### config.mk
export PLATFORM = sky130hd
export DESIGN_NAME = escaped_frame_crc32_encoder_top_flat
export DESIGN_NICKNAME = d
export VERILOG_FILES = /design/src/hw/rtl/efce_pkg.sv /design/src/hw/rtl/efce_if.sv /design/src/hw/rtl/escaped_frame_crc32_encoder_top.sv /design/src/hw/rtl/efce_ram.sv /design/src/hw/rtl/efce_fifo.sv /design/src/hw/rtl/efce_front.sv /design/src/hw/rtl/efce_back.sv /design/src/flat_wrapper.sv
export SDC_FILE = /design/constraint.sdc
export NUM_CORES = 1
export LEC_CHECK = 0
export BUFFER_PORTS_ARGS = -buffer_cell sky130_fd_sc_hd__buf_4
export CORE_MARGIN = 5
export CORE_UTILIZATION = 67
export DETAILED_ROUTE_END_ITERATION = 8
export PLACE_DENSITY = 0.85
export SLEW_MARGIN = 40
export SYNTH_ARGS = -nofsm -noshare
export SYNTH_HDL_FRONTEND = slang
export SYNTH_SLANG_ARGS = --single-unit
### constraint.sdc
create_clock -name i_clk -period 5.5 [get_ports i_clk]
set_clock_uncertainty 0.1 [all_clocks]
set_input_delay 0.825 -clock i_clk [delete_from_list [all_inputs] [get_ports i_clk]]
set_output_delay 0.825 -clock i_clk [all_outputs]
set_load 0.02 [all_outputs]
### src/hw/rtl/efce_pkg.sv
// ============================================================================
// Escaped frame CRC-32 encoder package
// Shared constants, the command passed from front to back, and byte helpers.
// ============================================================================
package efce_pkg;

    // Framing bytes.
    localparam logic [7:0] START_BYTE  = 8'hA5;
    localparam logic [7:0] ESCAPE_BYTE = 8'h5A;

    // CRC-32, MSB first, no reflection.
    localparam logic [31:0] CRC_POLY = 32'h04C11DB7;
    localparam logic [31:0] CRC_SEED = 32'hFFFF_FFFF;
    localparam int          CRC_BYTES = 4;
    localparam int          CRC_IDX_W = $clog2(CRC_BYTES);

    // Frames are padded to a multiple of this many bytes.
    localparam int FRAME_ALIGN = 4;
    localparam int PHASE_W     = $clog2(FRAME_ALIGN);

    // Request codes on the input channel.
    localparam logic REQ_START   = 1'b0;
    localparam logic REQ_PAYLOAD = 1'b1;

    // Command kinds queued between the front and the back.
    typedef enum logic {
        CMD_START,
        CMD_PAYLOAD
    } t_cmd_kind;

    // One classified item, ready for byte generation.
    typedef struct packed {
        t_cmd_kind  kind;
        logic       close;   // frame ends after this item
        logic [7:0] len;
        logic [2:0] addr;
        logic [7:0] seq;
        logic [7:0] data;
    } t_cmd;

    // A byte that collides with a framing byte needs an escape prefix.
    function automatic logic f_need_escape(input logic [7:0] b);
        return (b == START_BYTE) || (b == ESCAPE_BYTE);
    endfunction

    // Advance the CRC register over one byte.
    function automatic logic [31:0] f_crc_byte(input logic [31:0] crc, input logic [7:0] b);
        logic [31:0] c;
        c = crc ^ {b, 24'h000000};
        for (int k = 0; k < 8; k++) begin
            c = c[31] ? ((c << 1) ^ CRC_POLY) : (c << 1);
        end
        return c;
    endfunction

endpackage

### src/hw/rtl/efce_if.sv
// ============================================================================
// Escaped frame CRC-32 encoder channel interfaces
// Valid/ready channels for request items and for wire stream bytes.
// ============================================================================

// Request channel: start items and payload bytes.
interface efce_in_if;
    logic       valid;
    logic       ready;
    logic       req_type;
    logic [7:0] payload_length;
    logic [2:0] sender_address;
    logic [7:0] data_byte;

    modport source (output valid, req_type, payload_length, sender_address, data_byte,
                    input ready);
    modport sink   (input valid, req_type, payload_length, sender_address, data_byte,
                    output ready);
endinterface

// Result channel: one wire byte per transfer.
interface efce_out_if;
    logic       valid;
    logic       ready;
    logic [7:0] out_byte;
    logic       last_of_run;
    logic       frame_end;

    modport source (output valid, out_byte, last_of_run, frame_end, input ready);
    modport sink   (input valid, out_byte, last_of_run, frame_end, output ready);
endinterface

### src/hw/rtl/escaped_frame_crc32_encoder_top.sv
// ============================================================================
// Escaped frame CRC-32 encoder
// Builds byte-stuffed frames with a CRC-32 trailer and zero padding.
// ============================================================================
// Usage:
//   i_in carries request items: a start item (header fields) or one payload
//   byte. o_out carries the wire stream one byte per transfer; last_of_run
//   marks the last byte caused by an item and frame_end the frame's last byte.
//   The front end takes one item per cycle while its two-entry command queue
//   has room; a payload item with no open frame is dropped there.
//   The back end emits one byte per cycle while the receiver takes them; a
//   payload byte causes 1 or 2 bytes, a header 4 to 6, and a frame end adds 4
//   to 8 for the CRC trailer and up to 3 padding bytes. After its transfer, an
//   item passes the classify stage, the queue, the back end's command register
//   and the output register. The per-sender sequence counters live in a small
//   RAM read at transfer time; a counter never written reads as zero.
//   Reset empties the queue, closes any frame and clears all sequence counters
//   at once. When the receiver stalls, the output register holds its byte,
//   the back end waits, and the queue fills before i_in.ready drops.
// ============================================================================
module escaped_frame_crc32_encoder_top #(
    parameter int NUM_SENDERS = 8
) (
    input  logic       i_clk,
    input  logic       i_rst_n,
    efce_in_if.sink    i_in,
    efce_out_if.source o_out
);
    import efce_pkg::*;

    t_cmd front_cmd;
    t_cmd queue_cmd;
    logic q_push;
    logic q_full;
    logic q_pop;
    logic q_empty;

    // Accept and classify.
    efce_front #(
        .NUM_SENDERS (NUM_SENDERS)
    ) u_front (
        .i_clk   (i_clk),
        .i_rst_n (i_rst_n),
        .i_in    (i_in),
        .o_cmd   (front_cmd),
        .o_push  (q_push),
        .i_full  (q_full)
    );

    // Decoupling queue.
    efce_fifo u_fifo (
        .i_clk   (i_clk),
        .i_rst_n (i_rst_n),
        .i_push  (q_push),
        .i_data  (front_cmd),
        .o_full  (q_full),
        .i_pop   (q_pop),
        .o_data  (queue_cmd),
        .o_empty (q_empty)
    );

    // Byte generation.
    efce_back u_back (
        .i_clk   (i_clk),
        .i_rst_n (i_rst_n),
        .i_cmd   (queue_cmd),
        .i_empty (q_empty),
        .o_pop   (q_pop),
        .o_out   (o_out)
    );

`ifndef NO_ASSERTIONS
    // The front end never writes a full queue.
    a_no_push_full: assert property (@(posedge i_clk) disable iff (!i_rst_n)
        q_push |-> !q_full)
        else $error("command queue written while full");

    // The back end never reads an empty queue.
    a_no_pop_empty: assert property (@(posedge i_clk) disable iff (!i_rst_n)
        q_pop |-> !q_empty)
        else $error("command queue read while empty");

    // A frame's final byte is always the last byte of its item.
    a_end_is_last: assert property (@(posedge i_clk) disable iff (!i_rst_n)
        (o_out.valid && o_out.frame_end) |-> o_out.last_of_run)
        else $error("frame end without last of run");
`endif

endmodule

### src/hw/rtl/efce_ram.sv
// ============================================================================
// Generic single-port-write RAM
// One write port and one read port with registered read data.
// ============================================================================
module efce_ram #(
    parameter int WIDTH = 8,
    parameter int DEPTH = 8,
    localparam int AW = (DEPTH > 1) ? $clog2(DEPTH) : 1
) (
    input  logic             i_clk,
    input  logic             i_wr_en,
    input  logic [AW-1:0]    i_wr_addr,
    input  logic [WIDTH-1:0] i_wr_data,
    input  logic             i_rd_en,
    input  logic [AW-1:0]    i_rd_addr,
    output logic [WIDTH-1:0] o_rd_data
);

    logic [WIDTH-1:0] r_mem [DEPTH];
    logic [WIDTH-1:0] r_rd_data;

    // Write port, and read port returning the old data on a collision.
    always_ff @(posedge i_clk) begin
        if (i_wr_en) begin
            r_mem[i_wr_addr] <= i_wr_data;
        end
        if (i_rd_en) begin
            r_rd_data <= r_mem[i_rd_addr];
        end
    end

    assign o_rd_data = r_rd_data;

endmodule

### src/hw/rtl/efce_fifo.sv
// ============================================================================
// Escaped frame CRC-32 encoder command queue
// Two-entry queue of classified commands between the front and the back.
// ============================================================================
module efce_fifo (
    input  logic          i_clk,
    input  logic          i_rst_n,
    input  logic          i_push,
    input  efce_pkg::t_cmd i_data,
    output logic          o_full,
    input  logic          i_pop,
    output efce_pkg::t_cmd o_data,
    output logic          o_empty
);
    import efce_pkg::*;

    localparam int DEPTH = 2;
    localparam int PTR_W = $clog2(DEPTH);

    t_cmd             r_mem [DEPTH];
    logic [PTR_W-1:0] r_wr_ptr;
    logic [PTR_W-1:0] r_rd_ptr;
    logic [PTR_W:0]   r_count;

    // Pointers and fill level.
    always_ff @(posedge i_clk) begin
        if (!i_rst_n) begin
            r_wr_ptr <= '0;
            r_rd_ptr <= '0;
            r_count  <= '0;
        end else begin
            if (i_push) begin
                r_wr_ptr <= r_wr_ptr + PTR_W'(1);
            end
            if (i_pop) begin
                r_rd_ptr <= r_rd_ptr + PTR_W'(1);
            end
            if (i_push && !i_pop) begin
                r_count <= r_count + (PTR_W+1)'(1);
            end else if (!i_push && i_pop) begin
                r_count <= r_count - (PTR_W+1)'(1);
            end
        end
    end

    // Entry storage.
    always_ff @(posedge i_clk) begin
        if (i_push) begin
            r_mem[r_wr_ptr] <= i_data;
        end
    end

    assign o_data  = r_mem[r_rd_ptr];
    assign o_full  = (r_count == (PTR_W+1)'(DEPTH));
    assign o_empty = (r_count == '0);

endmodule

### src/hw/rtl/efce_front.sv
// ============================================================================
// Escaped frame CRC-32 encoder front end
// Accepts request items, tracks the open frame and the per-sender sequence
// numbers, and queues one command per item that produces output.
// ============================================================================
module efce_front #(
    parameter int NUM_SENDERS = 8
) (
    input  logic           i_clk,
    input  logic           i_rst_n,
    efce_in_if.sink        i_in,
    output efce_pkg::t_cmd o_cmd,
    output logic           o_push,
    input  logic           i_full
);
    import efce_pkg::*;

    localparam int         IDX_W = (NUM_SENDERS > 1) ? $clog2(NUM_SENDERS) : 1;
    localparam logic [8:0] NS9   = 9'(NUM_SENDERS);

    // Sender address reduced to a counter index (address is below eight).
    function automatic logic [IDX_W-1:0] f_sender_idx(input logic [2:0] a);
        logic [8:0] r;
        r = {6'b000000, a};
        for (int k = 0; k < 8; k++) begin
            if (r >= NS9) begin
                r = r - NS9;
            end
        end
        return r[IDX_W-1:0];
    endfunction

    // Item held in the classify stage.
    logic             r_s0_valid;
    logic             r_s0_req;
    logic [7:0]       r_s0_len;
    logic [2:0]       r_s0_addr;
    logic [7:0]       r_s0_data;
    logic             r_s0_fwd;
    logic [7:0]       r_s0_fwd_seq;
    logic             r_s0_cnt_vld;

    // Frame tracking and counter valid bits.
    logic                   r_open;
    logic [7:0]             r_remaining;
    logic [NUM_SENDERS-1:0] r_cnt_vld;

    logic [IDX_W-1:0] in_idx;
    logic [IDX_W-1:0] s0_idx;
    logic             s0_is_start;
    logic             s0_drop;
    logic             s0_retire;
    logic             in_xfer;
    logic [7:0]       ram_rd_data;
    logic [7:0]       seq_cur;
    logic             cnt_wr;
    logic [7:0]       cnt_wr_data;
    logic [7:0]       rem_dec;

    // Classification of the held item.
    assign in_idx      = f_sender_idx(i_in.sender_address);
    assign s0_idx      = f_sender_idx(r_s0_addr);
    assign s0_is_start = (r_s0_req == REQ_START);
    assign s0_drop     = !s0_is_start && !r_open;
    assign s0_retire   = r_s0_valid && (s0_drop || !i_full);
    assign i_in.ready  = !r_s0_valid || s0_retire;
    assign in_xfer     = i_in.valid && i_in.ready;

    // Sequence number: forwarded from a write that raced the read, else the
    // stored value, else the reset value for a counter never written.
    assign seq_cur     = r_s0_fwd ? r_s0_fwd_seq : (r_s0_cnt_vld ? ram_rd_data : 8'h00);
    assign cnt_wr      = s0_retire && s0_is_start;
    assign cnt_wr_data = seq_cur + 8'd1;
    assign rem_dec     = r_remaining - 8'd1;

    // Command toward the back end.
    assign o_push       = r_s0_valid && !s0_drop && !i_full;
    assign o_cmd.kind   = s0_is_start ? CMD_START : CMD_PAYLOAD;
    assign o_cmd.close  = s0_is_start ? (r_s0_len == 8'd0) : (rem_dec == 8'd0);
    assign o_cmd.len    = r_s0_len;
    assign o_cmd.addr   = r_s0_addr;
    assign o_cmd.seq    = seq_cur;
    assign o_cmd.data   = r_s0_data;

    // Sequence counter storage.
    efce_ram #(
        .WIDTH (8),
        .DEPTH (NUM_SENDERS)
    ) u_seq_ram (
        .i_clk     (i_clk),
        .i_wr_en   (cnt_wr),
        .i_wr_addr (s0_idx),
        .i_wr_data (cnt_wr_data),
        .i_rd_en   (in_xfer),
        .i_rd_addr (in_idx),
        .o_rd_data (ram_rd_data)
    );

    // Classify stage payload, captured on each input transfer.
    always_ff @(posedge i_clk) begin
        if (in_xfer) begin
            r_s0_req     <= i_in.req_type;
            r_s0_len     <= i_in.payload_length;
            r_s0_addr    <= i_in.sender_address;
            r_s0_data    <= i_in.data_byte;
            r_s0_fwd     <= cnt_wr && (s0_idx == in_idx);
            r_s0_fwd_seq <= cnt_wr_data;
            r_s0_cnt_vld <= r_cnt_vld[in_idx];
        end
    end

    // Control state: stage occupancy, open frame and counter valid bits.
    always_ff @(posedge i_clk) begin
        if (!i_rst_n) begin
            r_s0_valid  <= 1'b0;
            r_open      <= 1'b0;
            r_remaining <= 8'd0;
            r_cnt_vld   <= '0;
        end else begin
            if (in_xfer) begin
                r_s0_valid <= 1'b1;
            end else if (s0_retire) begin
                r_s0_valid <= 1'b0;
            end
            if (s0_retire && s0_is_start) begin
                r_open            <= (r_s0_len != 8'd0);
                r_remaining       <= r_s0_len;
                r_cnt_vld[s0_idx] <= 1'b1;
            end else if (s0_retire && !s0_drop) begin
                r_open      <= (rem_dec != 8'd0);
                r_remaining <= rem_dec;
            end
        end
    end

endmodule

### src/hw/rtl/efce_back.sv
// ============================================================================
// Escaped frame CRC-32 encoder back end
// Turns queued commands into wire bytes: header, escaped data, CRC trailer
// and zero padding, one byte per cycle into an output register while the receiver takes them.
// ============================================================================
module efce_back (
    input  logic           i_clk,
    input  logic           i_rst_n,
    input  efce_pkg::t_cmd i_cmd,
    input  logic           i_empty,
    output logic           o_pop,
    efce_out_if.source     o_out
);
    import efce_pkg::*;

    typedef enum logic [2:0] {
        ST_IDLE,
        ST_SOF,
        ST_LEN,
        ST_ADDR,
        ST_SEQ,
        ST_DATA,
        ST_CRC,
        ST_PAD
    } t_state;

    t_state               r_state,     n_state;
    t_cmd                 r_cmd,       n_cmd;
    logic                 r_esc_sent,  n_esc_sent;
    logic [31:0]          r_crc,       n_crc;
    logic [PHASE_W-1:0]   r_phase,     n_phase;
    logic [31:0]          r_fcs,       n_fcs;
    logic [CRC_IDX_W-1:0] r_crc_idx,   n_crc_idx;
    logic                 r_out_valid, n_out_valid;
    logic [7:0]           r_out_byte,  n_out_byte;
    logic                 r_out_last,  n_out_last;
    logic                 r_out_end,   n_out_end;

    logic                 busy;
    logic                 emit;
    logic [7:0]           cur_byte;
    logic                 cur_esc_ok;
    logic                 esc_now;
    logic [7:0]           emit_byte;
    logic [31:0]          crc_next;
    logic [PHASE_W-1:0]   phase_next;
    logic [31:0]          fcs_shift;
    t_state               step_state;
    logic                 done;
    logic                 frame_end;
    logic                 enter_crc;

    assign busy       = (r_state != ST_IDLE);
    assign emit       = busy && (!r_out_valid || o_out.ready);
    assign fcs_shift  = r_fcs << {r_crc_idx, 3'b000};
    assign phase_next = r_phase + PHASE_W'(1);

    // Byte owed by the current step and whether it may need an escape.
    always_comb begin
        case (r_state)
            ST_SOF: begin
                cur_byte   = START_BYTE;
                cur_esc_ok = 1'b0;
            end
            ST_LEN: begin
                cur_byte   = r_cmd.len;
                cur_esc_ok = 1'b1;
            end
            ST_ADDR: begin
                cur_byte   = {5'b00000, r_cmd.addr};
                cur_esc_ok = 1'b0;
            end
            ST_SEQ: begin
                cur_byte   = r_cmd.seq;
                cur_esc_ok = 1'b1;
            end
            ST_DATA: begin
                cur_byte   = r_cmd.data;
                cur_esc_ok = 1'b1;
            end
            ST_CRC: begin
                cur_byte   = fcs_shift[31:24];
                cur_esc_ok = 1'b1;
            end
            default: begin
                cur_byte   = 8'h00;
                cur_esc_ok = 1'b0;
            end
        endcase
    end

    assign esc_now   = cur_esc_ok && f_need_escape(cur_byte) && !r_esc_sent;
    assign emit_byte = esc_now ? ESCAPE_BYTE : cur_byte;
    assign crc_next  = f_crc_byte(r_crc, emit_byte);

    // Step sequencing once the owed byte itself goes out.
    always_comb begin
        step_state = r_state;
        done       = 1'b0;
        frame_end  = 1'b0;
        enter_crc  = 1'b0;
        case (r_state)
            ST_SOF:  step_state = ST_LEN;
            ST_LEN:  step_state = ST_ADDR;
            ST_ADDR: step_state = ST_SEQ;
            ST_SEQ, ST_DATA: begin
                if (r_cmd.close) begin
                    step_state = ST_CRC;
                    enter_crc  = 1'b1;
                end else begin
                    done = 1'b1;
                end
            end
            ST_CRC: begin
                if (r_crc_idx == CRC_IDX_W'(CRC_BYTES - 1)) begin
                    if (phase_next == '0) begin
                        done      = 1'b1;
                        frame_end = 1'b1;
                    end else begin
                        step_state = ST_PAD;
                    end
                end
            end
            ST_PAD: begin
                if (phase_next == '0) begin
                    done      = 1'b1;
                    frame_end = 1'b1;
                end
            end
            default: step_state = ST_IDLE;
        endcase
        if (esc_now) begin
            step_state = r_state;
            done       = 1'b0;
            frame_end  = 1'b0;
            enter_crc  = 1'b0;
        end
    end

    // Take the next command when idle or as the current one finishes.
    assign o_pop = !i_empty && (!busy || (emit && done));

    // Next-state logic.
    always_comb begin
        n_state     = r_state;
        n_cmd       = r_cmd;
        n_esc_sent  = r_esc_sent;
        n_crc       = r_crc;
        n_phase     = r_phase;
        n_fcs       = r_fcs;
        n_crc_idx   = r_crc_idx;
        n_out_valid = r_out_valid;
        n_out_byte  = r_out_byte;
        n_out_last  = r_out_last;
        n_out_end   = r_out_end;

        if (emit) begin
            n_out_valid = 1'b1;
            n_out_byte  = emit_byte;
            n_out_last  = done;
            n_out_end   = frame_end;
            n_crc       = crc_next;
            n_phase     = phase_next;
            n_esc_sent  = esc_now;
            n_state     = step_state;
            if (enter_crc) begin
                n_fcs     = ~crc_next;
                n_crc_idx = '0;
            end else if (r_state == ST_CRC && !esc_now) begin
                n_crc_idx = r_crc_idx + CRC_IDX_W'(1);
            end
            if (frame_end) begin
                n_crc   = CRC_SEED;
                n_phase = '0;
            end
            if (done) begin
                n_state = ST_IDLE;
            end
        end else if (o_out.ready) begin
            n_out_valid = 1'b0;
        end

        if (o_pop) begin
            n_cmd      = i_cmd;
            n_esc_sent = 1'b0;
            if (i_cmd.kind == CMD_START) begin
                n_state = ST_SOF;
                n_crc   = CRC_SEED;
                n_phase = '0;
            end else begin
                n_state = ST_DATA;
            end
        end
    end

    // State and registered outputs.
    always_ff @(posedge i_clk) begin
        if (!i_rst_n) begin
            r_state     <= ST_IDLE;
            r_esc_sent  <= 1'b0;
            r_crc       <= CRC_SEED;
            r_phase     <= '0;
            r_crc_idx   <= '0;
            r_out_valid <= 1'b0;
        end else begin
            r_state     <= n_state;
            r_esc_sent  <= n_esc_sent;
            r_crc       <= n_crc;
            r_phase     <= n_phase;
            r_crc_idx   <= n_crc_idx;
            r_out_valid <= n_out_valid;
        end
        r_cmd      <= n_cmd;
        r_fcs      <= n_fcs;
        r_out_byte <= n_out_byte;
        r_out_last <= n_out_last;
        r_out_end  <= n_out_end;
    end

    assign o_out.valid       = r_out_valid;
    assign o_out.out_byte    = r_out_byte;
    assign o_out.last_of_run = r_out_last;
    assign o_out.frame_end   = r_out_end;

endmodule
### src/flat_wrapper.sv
// flat-port wrapper written by rule: the top's interface ports become plain ports
module escaped_frame_crc32_encoder_top_flat import efce_pkg::*;
#(
    parameter int NUM_SENDERS = 8
)
  (i_clk, i_rst_n, i_in_valid, i_in_req_type, i_in_payload_length, i_in_sender_address, i_in_data_byte, i_in_ready, o_out_valid, o_out_out_byte, o_out_last_of_run, o_out_frame_end, o_out_ready);
  efce_in_if i_in_i ();
  efce_out_if o_out_i ();
  input  logic i_clk;
  input  logic i_rst_n;
  input wire logic [$bits(i_in_i.valid)-1:0] i_in_valid;
  input wire logic [$bits(i_in_i.req_type)-1:0] i_in_req_type;
  input wire logic [$bits(i_in_i.payload_length)-1:0] i_in_payload_length;
  input wire logic [$bits(i_in_i.sender_address)-1:0] i_in_sender_address;
  input wire logic [$bits(i_in_i.data_byte)-1:0] i_in_data_byte;
  output wire logic [$bits(i_in_i.ready)-1:0] i_in_ready;
  output wire logic [$bits(o_out_i.valid)-1:0] o_out_valid;
  output wire logic [$bits(o_out_i.out_byte)-1:0] o_out_out_byte;
  output wire logic [$bits(o_out_i.last_of_run)-1:0] o_out_last_of_run;
  output wire logic [$bits(o_out_i.frame_end)-1:0] o_out_frame_end;
  input wire logic [$bits(o_out_i.ready)-1:0] o_out_ready;
  assign i_in_i.valid = i_in_valid;
  assign i_in_i.req_type = i_in_req_type;
  assign i_in_i.payload_length = i_in_payload_length;
  assign i_in_i.sender_address = i_in_sender_address;
  assign i_in_i.data_byte = i_in_data_byte;
  assign i_in_ready = i_in_i.ready;
  assign o_out_valid = o_out_i.valid;
  assign o_out_out_byte = o_out_i.out_byte;
  assign o_out_last_of_run = o_out_i.last_of_run;
  assign o_out_frame_end = o_out_i.frame_end;
  assign o_out_i.ready = o_out_ready;
  escaped_frame_crc32_encoder_top #(.NUM_SENDERS(NUM_SENDERS)) u_core (.i_clk(i_clk), .i_rst_n(i_rst_n), .i_in(i_in_i), .o_out(o_out_i));
endmodule
==> impl_metrics.toml <==
[pwr]
p_leak_nw = 4.74
finalPower_mw = 8.36
powerDensity_nw_per_um2 = 603
switchingPower_mw = 2.90
ir_drop_mv = 0.404
switching_share_pct = 34.8
p_clk_share_pct = 22.5
comb_power_share_pct = 38.8
power_frac_seq_pct = 38.8
intPower_mw = 5.45

[critical_path]
cp-startpoint = "u_core.u_back.r_state[0]$_SDFFE_PN0P_"
end_kind = "flip-flop"
cp_max_fo = 23
r2r_start = "u_core.u_back.r_state[0]$_SDFFE_PN0P_"
worst_setup_path_start_kind = "flip-flop"
worstPathRequired_ns = 5.82
crit_type = "flip-flop to flip-flop"
crit_arrival_ns = 4.85

[clock_network]
cts_resized = 0
cts_tree = "yes"
cts_made_buffers = 28
cts_setup_buffers = 0
clkSinkCount = 294
htreeDepth = 1
cts-root-buf = "clkbuf_16"
cts_hold_buf = 0
clock_latency_ns = 0.54
clockBufferDepth = 3
clk_pin_slew_ns = 0.06

[synth]
ys_seq_area_share_pct = 66.1
ys_top_cells_by_count = "edfxtp_1 (230), dfxtp_1 (64), nor2_1 (57)"
synthDistinctLibCells = 70
synth_top_area_share_pct = 55.8
synthArstFlopShare_pct = 0
ys_seq_elements = 294
synthCells = 827
synth_enable_flop_cells = 230
synth_area_per_cell_um2 = 15.0
yosysMostFrequentCell = "edfxtp_1"
synth_area_um2 = 12400
synth_area_leaders = "edfxtp_1 (56%), dfxtp_1 (10%), mux4_2 (4.7%), xnor2_1 (3.5%), mux2_2 (3.5%)"
synthesis.nets = 857
yosysWarnings = 0
synthFlopType = "edfxtp_1"
yosysTopAreaCell = "edfxtp_1"

[job]
cap_violations = 0

[timing]
hold_viol_final = 0
setup_viol = 0
fin_ws_ns = 0.966
slew_headroom_pct = 41.8
rsz0062_at_grt = "false"
fin_setup_tns_ns = 0
final.period_utilization_pct = 82.4
worstMarginPinSlew_ns = 0.872
min_period_ns = 4.53
holdWs_ns = 0.346
slew_violations = 0
clock.fmax_mhz = 221

[routing]
wirelength_um = 26300
dr.max_layer_used = "met4"
wl_per_cell_um = 23.5
via_count = 7158
antenna_left = 0
wl_met1_um = 10500
met2_length_um = 13400
route.met3.wl_um = 1880
drt_first_pass_iters = 5
drc = 0
viasPerCell = 6.40
drt_iter0_markers = 643

[die]
core_area_um2 = 18100
die_height_um = 146
num_rows = 49
die-area_um2 = 21300
die_w_um = 146
ioPinCount = 36
initial_core_util_pct = 68.4

[global_route]
grt_max_degree = 33
grt_pass1_vias = 7224
grt_pass1_wl_um = 41100
grt_antenna_before_repair = 0
grt-ovfl-total = 0
grtUsageTotal_pct = 24.7

[cells_and_area]
final_layout_size_suffix_gt1_share_pct = 20.6
fin_cells = 1119
multi_input_area_um2 = 4060
seqCellArea_um2 = 8190
final_util_pct = 76.6
nFillCells = 1013
antenna-diode-count = 0
fin_area_um2 = 13900
nNetsFinal = 898
area_delta_synth_final_pct = 12.0

[placement]
gp_congestion = 0.944
port_buffers = 35
postPlaceCellArea_um2 = 12900
pre_cts_slack_ns = 1.18
post-dp-hpwl_um = 17400
placed_cells = 1066

[worst_hold_path]
hp-class = "flip-flop to flip-flop"
hp-start = "u_core.u_front.r_s0_data[5]$_DFFE_PP_"

[status]
status = "completed"
cell families (layout without fill, tap and decap cells):
family,after synthesis,after routing,synth area share [%]
compound gates,127,127,7.60
xor+xnor,98,98,8.07
fa+ha+maj,6,6,0.606
buf+inv,53,116,1.74
flops,294,294,66.1
mux,74,74,9.14
simple gates,175,175,6.71
final cells by class:
| cell class | instances | share of cell area [%] |
|---|---|---|
| well taps | 229 | 2.07 |
| multi-input cells | 480 | 29.3 |
| inverters | 18 | 0.487 |
| clock buffers | 44 | 5.78 |
| flip-flops and latches | 294 | 59.1 |
| clock inverters | 8 | 0.767 |
| repair buffers | 46 | 2.53 |
worst max-delay path, cell delays in order, from the launching register on:
cell and delay (ns):
dfxtp_1 0.89, nor2b_1 0.51, a21oi_1 0.11, o211ai_1 0.42, nand4_1 0.25, a2bb2oi_2 0.25
a21oi_1 0.40, inv_1 0.33, a21oi_1 0.24, buf_4 0.31, nand2_1 0.33, a2bb2oi_1 0.24
power groups by stage:
stage / clock (mW) / sequential, mW / combinational (mW)
after floorplan: 0 / 3.21 / 2.42
after global placement: 0 / 3.26 / 3.09
after detailed placement: 0 / 3.27 / 3.17
after CTS: 1.90 / 3.23 / 3.22
after global routing: 1.99 / 3.26 / 3.48
final: 1.88 / 3.24 / 3.24
state kept, by name, summed over array words and instances, names as in the netlist, 28 cells and up, named ones only:
signal	count
u_core.u_front.u_seq_ram.r_mem	64
u_core.u_fifo.r_mem	58
u_core.u_back.r_crc	32
u_core.u_back.r_fcs	32
u_core.u_back.r_cmd	28
layer usage:
layer | vias up | global-route usage, %
li1 | 3194 | -
met1 | 3575 | 34.2
met2 | 342 | 41.9
met3 | 47 | 3.27
met4 | 0 | 6.36
met5 | - | 0
final timing paths:
kind	end	slack (ns)	cells after the start
setup / recovery	u_core.u_back.r_crc[8]$_SDFF_PN1_	0.97	11
hold / removal	u_core.u_fifo.r_mem[1][5]$_DFFE_PP_	0.35	0
setup reg to reg	u_core.u_back.r_crc[8]$_SDFF_PN1_	0.97	11
hold reg to reg	u_core.u_fifo.r_mem[1][5]$_DFFE_PP_	0.35	0
cells in the final DEF (no fill, tap or decap), drive strengths merged, types with 6 or more instances in the layout:
master | Yosys | final
edfxtp | 230 | 230
dfxtp | 64 | 64
nor2 | 57 | 57
xnor2 | 54 | 54
buf | 12 | 46
nand2 | 44 | 44
clkbuf | 23 | 44
mux2 | 39 | 39
xor2 | 38 | 38
a21oi | 30 | 30
mux4 | 27 | 27
o21ai | 22 | 22
inv | 18 | 18
nor3 | 17 | 17
a22oi | 15 | 15
o2bb2ai | 15 | 15
a2bb2oi | 12 | 12
nand3 | 11 | 11
nand2b | 10 | 10
nor2b | 10 | 10
mux2i | 8 | 8
o22ai | 6 | 6
ha | 6 | 6
(Power assumes the default switching activity.)
